[config.mk]
export PLATFORM = sky130hd
export DESIGN_NAME = svag_lane
export DESIGN_NICKNAME = d
export VERILOG_FILES = /design/src/rtl/svag_pkg.sv /design/src/rtl/svag_div_stage.sv /design/src/rtl/svag_lane.sv
export SDC_FILE = /design/constraint.sdc
export NUM_CORES = 2
export LEC_CHECK = 0
export BUFFER_PORTS_ARGS = -buffer_cell sky130_fd_sc_hd__buf_2
export CORE_MARGIN = 3
export CORE_UTILIZATION = 30
export CTS_CLUSTER_SIZE = 24
export DETAILED_ROUTE_END_ITERATION = 8
export PLACE_DENSITY = 0.47
export SLEW_MARGIN = 25
export SYNTH_ARGS = -nofsm -noshare
export SYNTH_HDL_FRONTEND = slang
export SYNTH_SLANG_ARGS = --single-unit
[constraint.sdc]
create_clock -name clk -period 19.3 [get_ports clk]
set_clock_uncertainty 0.2 [all_clocks]
set_input_delay 3.86 -clock clk [delete_from_list [all_inputs] [get_ports clk]]
set_output_delay 3.86 -clock clk [all_outputs]
set_load 0.05 [all_outputs]
[src/rtl/svag_pkg.sv]
// shared widths, register codes and handshake structs for the strided view address generator
// no dependencies; compiled first
package svag_pkg;

    localparam int ADDR_W             = 16;
    localparam int IDX_PORT_W         = 16;
    localparam int EXT_W              = 16;
    localparam int STRIDE_W           = 16;
    localparam int LANE_COUNT         = 4;
    localparam int CFG_W              = 64;
    localparam int CFG_IDX_W          = 2;
    localparam int DIM_COUNT_W        = 3;
    localparam int DIV_BITS_PER_STAGE = 4;
    localparam int PROD_W             = EXT_W + 1 + STRIDE_W;

    localparam int MAX_DIMS_DEF       = 4;
    localparam int INDEX_BITS_DEF     = 16;

    typedef enum logic [CFG_IDX_W-1:0] {
        CFG_DIM_COUNT   = 2'd0,
        CFG_DIM_EXTENTS = 2'd1,
        CFG_DIM_STRIDES = 2'd2,
        CFG_BASE_OFFSET = 2'd3
    } cfg_reg_t;

    typedef struct packed {
        logic valid;
        logic idx_err;
    } svag_ctl_t;

    typedef struct packed {
        logic [ADDR_W-1:0] source_address;
        logic              index_error;
        logic              address_error;
    } svag_result_t;

endpackage

[src/rtl/svag_div_stage.sv]
// one pipeline stage of the restoring divider: NBITS quotient bits, registered when adv is high
// depends on svag_pkg
module svag_div_stage
    import svag_pkg::*;
#(
    parameter int IDX_W = INDEX_BITS_DEF,
    parameter int NBITS = DIV_BITS_PER_STAGE,
    parameter int ACC_W = PROD_W + 4
)
(
    input  logic                    clk,
    input  logic                    rst_n,
    input  logic                    adv,
    input  svag_ctl_t               ctl_in,
    input  logic [IDX_W-1:0]        work_in,
    input  logic [EXT_W-1:0]        rem_in,
    input  logic signed [ACC_W-1:0] acc_in,
    input  logic [EXT_W-1:0]        extent,
    output svag_ctl_t               ctl_out,
    output logic [IDX_W-1:0]        work_out,
    output logic [EXT_W-1:0]        rem_out,
    output logic signed [ACC_W-1:0] acc_out
);

    svag_ctl_t               ctl_reg;
    logic [IDX_W-1:0]        work_reg;
    logic [IDX_W-1:0]        work_next;
    logic [EXT_W-1:0]        rem_reg;
    logic [EXT_W-1:0]        rem_next;
    logic signed [ACC_W-1:0] acc_reg;
    logic [EXT_W:0]          trial;

    // shift dividend bits into the partial remainder, quotient bits into the low end
    always_comb
    begin
        work_next = work_in;
        rem_next  = rem_in;
        trial     = '0;
        for (int i = 0; i < NBITS; i++)
        begin
            trial = {rem_next, work_next[IDX_W-1]};
            if (trial >= {1'b0, extent})
            begin
                trial     = trial - {1'b0, extent};
                work_next = {work_next[IDX_W-2:0], 1'b1};
            end
            else
            begin
                work_next = {work_next[IDX_W-2:0], 1'b0};
            end
            rem_next = trial[EXT_W-1:0];
        end
    end

    always_ff @(posedge clk or negedge rst_n)
    begin
        if (!rst_n)
        begin
            ctl_reg <= '0;
        end
        else if (adv)
        begin
            ctl_reg <= ctl_in;
        end
    end

    always_ff @(posedge clk)
    begin
        if (adv)
        begin
            work_reg <= work_next;
            rem_reg  <= rem_next;
            acc_reg  <= acc_in;
        end
    end

    assign ctl_out  = ctl_reg;
    assign work_out = work_reg;
    assign rem_out  = rem_reg;
    assign acc_out  = acc_reg;

endmodule

[src/rtl/svag_lane.sv]
// one dimension: divider stages, coordinate times stride, accumulate
// depends on svag_pkg and svag_div_stage
module svag_lane
    import svag_pkg::*;
#(
    parameter int IDX_W = INDEX_BITS_DEF,
    parameter int ACC_W = PROD_W + 4
)
(
    input  logic                       clk,
    input  logic                       rst_n,
    input  logic                       adv,
    input  svag_ctl_t                  ctl_in,
    input  logic [IDX_W-1:0]           rest_in,
    input  logic signed [ACC_W-1:0]    acc_in,
    input  logic [EXT_W-1:0]           extent,
    input  logic signed [STRIDE_W-1:0] stride,
    output svag_ctl_t                  ctl_out,
    output logic [IDX_W-1:0]           rest_out,
    output logic signed [ACC_W-1:0]    acc_out
);

    localparam int STEP       = DIV_BITS_PER_STAGE;
    localparam int DIV_STAGES = (IDX_W + STEP - 1) / STEP;

    svag_ctl_t               ctl_w [DIV_STAGES+1];
    logic [IDX_W-1:0]        work_w [DIV_STAGES+1];
    logic [EXT_W-1:0]        rem_w [DIV_STAGES+1];
    logic signed [ACC_W-1:0] acc_w [DIV_STAGES+1];

    svag_ctl_t                mul_ctl_reg;
    logic [IDX_W-1:0]         mul_quot_reg;
    logic signed [PROD_W-1:0] mul_prod_reg;
    logic signed [PROD_W-1:0] mul_prod_next;
    logic signed [ACC_W-1:0]  mul_acc_reg;

    svag_ctl_t                add_ctl_reg;
    logic [IDX_W-1:0]         add_quot_reg;
    logic signed [ACC_W-1:0]  add_acc_reg;
    logic signed [ACC_W-1:0]  add_acc_next;

    assign ctl_w[0]  = ctl_in;
    assign work_w[0] = rest_in;
    assign rem_w[0]  = '0;
    assign acc_w[0]  = acc_in;

    for (genvar j = 0; j < DIV_STAGES; j++)
    begin : g_div
        localparam int NB = (j == DIV_STAGES - 1) ? (IDX_W - j * STEP) : STEP;
        svag_div_stage #(
            .IDX_W (IDX_W),
            .NBITS (NB),
            .ACC_W (ACC_W)
        ) u_stage (
            .clk      (clk),
            .rst_n    (rst_n),
            .adv      (adv),
            .ctl_in   (ctl_w[j]),
            .work_in  (work_w[j]),
            .rem_in   (rem_w[j]),
            .acc_in   (acc_w[j]),
            .extent   (extent),
            .ctl_out  (ctl_w[j+1]),
            .work_out (work_w[j+1]),
            .rem_out  (rem_w[j+1]),
            .acc_out  (acc_w[j+1])
        );
    end

    // remainder is the coordinate of this dimension
    assign mul_prod_next = $signed({1'b0, rem_w[DIV_STAGES]}) * stride;
    assign add_acc_next  = mul_acc_reg
                         + {{(ACC_W-PROD_W){mul_prod_reg[PROD_W-1]}}, mul_prod_reg};

    always_ff @(posedge clk or negedge rst_n)
    begin
        if (!rst_n)
        begin
            mul_ctl_reg <= '0;
            add_ctl_reg <= '0;
        end
        else if (adv)
        begin
            mul_ctl_reg <= ctl_w[DIV_STAGES];
            add_ctl_reg <= mul_ctl_reg;
        end
    end

    always_ff @(posedge clk)
    begin
        if (adv)
        begin
            mul_quot_reg <= work_w[DIV_STAGES];
            mul_prod_reg <= mul_prod_next;
            mul_acc_reg  <= acc_w[DIV_STAGES];
            add_quot_reg <= mul_quot_reg;
            add_acc_reg  <= add_acc_next;
        end
    end

    assign ctl_out  = add_ctl_reg;
    assign rest_out = add_quot_reg;
    assign acc_out  = add_acc_reg;

endmodule

# Word level (Yosys, flattened, before mapping)
# Index checks and enable logic that the tools add are counted.
op_classes:
  mul: 1
  add_sub_neg: 17
  mux: 32
  order_cmp: 16
ops:
  columns: ["operator", "n"]
  rows:
  - ["$mux W16", 16]
  - ["$ge A17 B16 Y1", 15]
  - ["$sub A16 B16 Y16", 15]
  - ["$add A37 B37 Y37", 1]
  - ["$mul A17 B16 Y33", 1]
  - ["$ge A1 B16 Y1", 1]
  - ["$mux W1", 16]
  - ["$sub A1 B16 Y16", 1]
totals:
  regBits: 427
  output_inout_bits: 55
  inputBits: 90
  elab_cells: 95

# Logic depth before layout (Yosys ltp)
logic_depth:
  ltp_word: 8
  mapped_depth: 51

# Modules after synthesis
# A second synthesis with hierarchy kept.
hier_totals:
  cells_unflattened: 3851
  hier_area_um2: 39434.1
modules_own_cells:
  columns: ["module", "instances", "cells_each", "area_per_inst_um2", "seq_area_each_um2"]
  rows:
  - ["svag_lane", 1, 1504, 15391.0, 4274.1]
  - ["svag_div_stage at g_div[2].u_stage ...", 2, 605, 6079.6, 2122.0]
  - ["svag_div_stage at g_div[0].u_stage", 1, 585, 5995.8, 2122.0]
  - ["svag_div_stage at g_div[1].u_stage", 1, 552, 5888.1, 2122.0]

# Least setup slack after synthesis
# OpenSTA, ideal clock, no wires.
synth_path:
  kind: "input -> register"
  start: "in extent[1]"
  end: "reg g_div[3].u_stage.rem_reg[10] (data pin)"
  slack_ps: 3970
  setup_ps: 262
  arrival_ps: 14867
  cell_stages: 49
  path_cell_list: "clkbuf_1 inv_1 ha_1 nor2b_1 o31ai_1 a211oi_1 o21bai_1 a21o_1 clkbuf_1 buf_1 nor2_1 a21oi_1 inv_1 ha_1 nor2b_1 o31a_1 o21a_1 o211ai_1 [... 13 more ...] and4_1 o31a_1 nor4_4 buf_2 mux2i_1 ha_1 nor2b_1 o21ai_0 a21boi_0 o21ai_0 a21oi_1 a41oi_1 nand3_1 a311oi_1 o21ai_0 mux2i_1 buf_2 mux2_1"
synth_via:
  elab_chain_cells: 8
  elab_cells_between_ends: 12
synth_rtl:
  columns: ["item", "line_no", "rtl"]
  rows:
  - ["start, declared", "svag_lane.sv:16", "input logic [EXT_W-1:0] extent,"]
  - ["$sub A16 B16 Y16 / $ge A17 B16 Y1 (equally long branches)", "svag_div_stage.sv:44, svag_div_stage.sv:42", null]
  - ["$mux W16", "svag_div_stage.sv:42", "if (trial >= {1'b0, extent})"]
  - ["$sub A16 B16 Y16 / $ge A17 B16 Y1 (equally long branches)", "svag_div_stage.sv:44, svag_div_stage.sv:42", null]
  - ["$mux W16", "svag_div_stage.sv:42", null]
  - ["$sub A16 B16 Y16 / $ge A17 B16 Y1 (equally long branches)", "svag_div_stage.sv:44, svag_div_stage.sv:42", null]
  - ["$mux W16", "svag_div_stage.sv:42", null]
  - ["$sub A16 B16 Y16 / $ge A17 B16 Y1 (equally long branches)", "svag_div_stage.sv:44, svag_div_stage.sv:42", null]
  - ["$mux W16 (*)", "svag_div_stage.sv:42", null]
  - ["net g_div[3].u_stage.trial[10]", "svag_div_stage.sv:31", "logic [EXT_W:0] trial;"]
  - ["end signal, assigned", "svag_div_stage.sv:72", "rem_reg <= rem_next;"]
  - ["end, declared", "svag_div_stage.sv:28", "logic [EXT_W-1:0] rem_reg;"]
# The timed path passes the listed nets; every way through them passes the cells marked *.
# A chain may end at the register's enable or synchronous reset.

# Final worst setup path
layout_path:
  start: "in extent[1]"
  end: "reg g_div[1].u_stage.rem_reg[10] (data pin)"
layout_via:
  elab_chain_cells: 8
  elab_cells_between_ends: 12
layout_rtl:
  columns: ["item", "line_no"]
  rows:
  - ["$sub A16 B16 Y16 / $ge A17 B16 Y1 (equally long branches)", "svag_div_stage.sv:44, svag_div_stage.sv:42"]
  - ["$mux W16", "svag_div_stage.sv:42"]
  - ["$sub A16 B16 Y16 / $ge A17 B16 Y1 (equally long branches)", "svag_div_stage.sv:44, svag_div_stage.sv:42"]
  - ["$mux W16", "svag_div_stage.sv:42"]
  - ["$sub A16 B16 Y16 / $ge A17 B16 Y1 (equally long branches)", "svag_div_stage.sv:44, svag_div_stage.sv:42"]
  - ["$mux W16", "svag_div_stage.sv:42"]
  - ["$sub A16 B16 Y16 / $ge A17 B16 Y1 (equally long branches)", "svag_div_stage.sv:44, svag_div_stage.sv:42"]
  - ["$mux W16 (*)", "svag_div_stage.sv:42"]
  - ["net g_div[1].u_stage.trial[10]", "svag_div_stage.sv:31"]
  - ["end signal, assigned", "svag_div_stage.sv:72"]
  - ["end, declared", "svag_div_stage.sv:28"]
# Marked as above.

==> metrics.txt <==
max_cap viols=0; final hold slack=0.170 ns; WL met2=42200 um; largest net degree at the start of global routing=105; antenna cells=0; Via density=4.88; 1st-iter DRT viols=1418; CTS tree=built; worst stage delay on the critical path=0.71 ns; CORE AREA=121000 sq um; CP Max Fanout=19; critical path class=in -> reg; clock slew at reported path FFs=0.06 ns; post-synth top area share=0.339; CP startpoint=extent[1]; mapped cell area=36700 sq um; Simple-Gate Fraction of Synth Area=0.116; most frequent CP cell=o21ai_0; HP Class=reg -> reg; CP Capture Type=register; RSZ-0062 raised after global routing=false; final setup vio count=0; Placed Instances=5189; vias in the first global route=26100; worst r2r src=g_div[0].u_stage.rem_out[11]$_DFFE_PP_; area of the multi-input gates=22300 sq um; Storage cell area=12800 sq um; Syn Nets=4169; Post-Syn Instances=3469; HPWL after DPL=68700 um; DR WL/cell=17.8 um; highest-delay cell along the critical path=o2111a_1; first-pass GRT wire length=148000 um; Clock Tree Buf Depth=3; sequential-to-total area share from yosys stat=0.347; starting density of the core=0.304; initial antenna violation count=4; Final ANT Viol Nets=0; Main synth FF type=edfxtp_1; Syn Area/Cell=10.6 sq um; status=finished, final reports clean; r2r setup slk=6.90 ns; largest family of logic cells by synthesized area=adder cells; largest area contributor in the netlist=edfxtp_1; CP required=19.48 ns; total wire length=93900 um; Synth cell types=89; DRC Markers=0; Final Slew Violations=0; Crit path max-delay family=compound AO/OA/AOI/OAI gates; drt pass-1 iters=5; die width=356 um; Die Footprint=127000 sq um; CP Capture Point=g_div[1].u_stage.rem_out[10]$_DFFE_PP_; port bufs=144; H-tree levels=2; Place WS=2.75 ns; TritonCTS Buffers=54; setup TNS=0 ns; top sig layer=met4; Compound-Gate Fraction of Synth Area=0.129; most common cell in the netlist=edfxtp_1; CP arrival=16.14 ns; Met3 Wirelength=3280 um; final worst slack=3.34 ns; Setup Buffers After CTS=0; max FFs per register=148; number of flops mapped to enable cells by yosys=415; stages on the worst setup path=45; Met1 Wirelength=46200 um; Syn. warnings=0; mux contribution to synthesized area=0.0556; fmax=62.7 MHz; slew at the pin closest to its max-slew limit=0.971 ns; vias=25800; post_cts resized=0; CTS Root Cell=clkbuf_16; GR Util All Layers=0.148; adder-cell area share of the yosys netlist=0.251; Async SR Flop Fraction=0.0281; reg2reg path depth=41; NumNets Final=4333; Layout area overhead=12.1%; Final min period=15.96 ns; Die Y=356 um; Non-Filler Instances=5287; Sink Count=427; hold buffer count at cts=0; Synth top cells by count=edfxtp_1 (415), ha_1 (400), inv_1 (364); fill count=12300; fin crit share=0.827; Max-slew headroom=0.351; FF+latch count, synth=427; ratio of cells with drive above 1 in the final layout=0.115; Hold Fails Final Rpt=0; I/O pins=145; critical path launch point type=input pin; capturing point of the worst reg2reg path=g_div[1].u_stage.rem_out[10]$_DFFE_PP_; Post-Synth XOR/XNOR Area=0.0560; row count=127; top post-synthesis cells by area=edfxtp_1 (34%), ha_1 (14%), fa_1 (11%), xnor2_1 (4.2%), mux2_2 (4.0%); Overflow after GRT=0; Crit path buffers/inverters=6; Final GP Congestion=0.835; Worst-Skew Late Latency=0.69 ns
## routing by layer
layer,GRT usage,up-vias
met2,0.240,423
met3,0.0171,117
li1,-,12700
met1,0.210,12500
met4,0.0380,0
met5,0,-
## cell usage in the layout, fill, tap and decap left out, types with 44 or more instances in the layout
master,n
o21ai_0,143
o21a_1,45
fa_1,210
inv_1,364
edfxtp_1,415
nor2_1,160
clkbuf_16,54
nand4_1,45
nand2_1,257
xor2_1,57
a21oi_1,218
a21o_1,86
mux2_2,130
nand3_1,52
nand2b_1,44
buf_2,143
nor3_1,52
and2_1,132
ha_1,400
xnor2_1,178
## worst reg2reg max path, delay by kind of cell (launching register included)
family          cells  cell delay, ns
compound gates     27            7.54
fa+ha+maj           4            1.33
simple gates        5            1.17
mux                 2            0.91
buf+inv             3            0.57
flops               1            0.42
## area by class of cell
cell class / count / share of cell area
Clock buffer: 65 / 0.0338
Tap cell: 1612 / 0.0490
Inverter: 367 / 0.0334
Timing Repair Buffer: 174 / 0.0233
Multi-Input combinational cell: 2609 / 0.542
Sequential cell: 427 / 0.310
Clock inverter: 33 / 0.00863
## worst min path at each step
stage / from / to / slack [ns] / cells after the start
final: g_div[1].u_stage.acc_out[30]$_DFFE_PP_ / g_div[2].u_stage.acc_out[30]$_DFFE_PP_ / 0.17 / 0
after global routing: g_div[3].u_stage.acc_out[33]$_DFFE_PP_ / mul_acc_reg[33]$_DFFE_PP_ / 0.17 / 0
after CTS: g_div[3].u_stage.work_out[13]$_DFFE_PP_ / mul_quot_reg[13]$_DFFE_PP_ / 0.16 / 0
after detailed placement: g_div[0].u_stage.acc_out[21]$_DFFE_PP_ / g_div[1].u_stage.acc_out[21]$_DFFE_PP_ / 0.20 / 0
after global placement: mul_quot_reg[12]$_DFFE_PP_ / rest_out[12]$_DFFE_PP_ / 0.20 / 0
after floorplan: g_div[0].u_stage.acc_out[0]$_DFFE_PP_ / g_div[1].u_stage.acc_out[0]$_DFFE_PP_ / 0.20 / 0
## through the flow
stage / utilization / instance area (sq um)
after global placement: 0.327 / 39400
after CTS: 0.341 / 41200
final: 0.341 / 41200
after detailed placement: 0.327 / 39400
after global routing: 0.341 / 41200
after floorplan: - / 36700
## cell families after synthesis
| family | Yosys count |
|---|---|
| flip-flops | 427 |
| AND/OR/NAND/NOR | 856 |
| multiplexers | 181 |
| XOR/XNOR | 235 |
| adder cells (fa/ha/maj) | 610 |
| AO/OA/AOI/OAI | 727 |
| buffers and inverters | 433 |
Power is not shown: default switching activity piles up to over one toggle a cycle in this logic, so the estimate is an artifact.
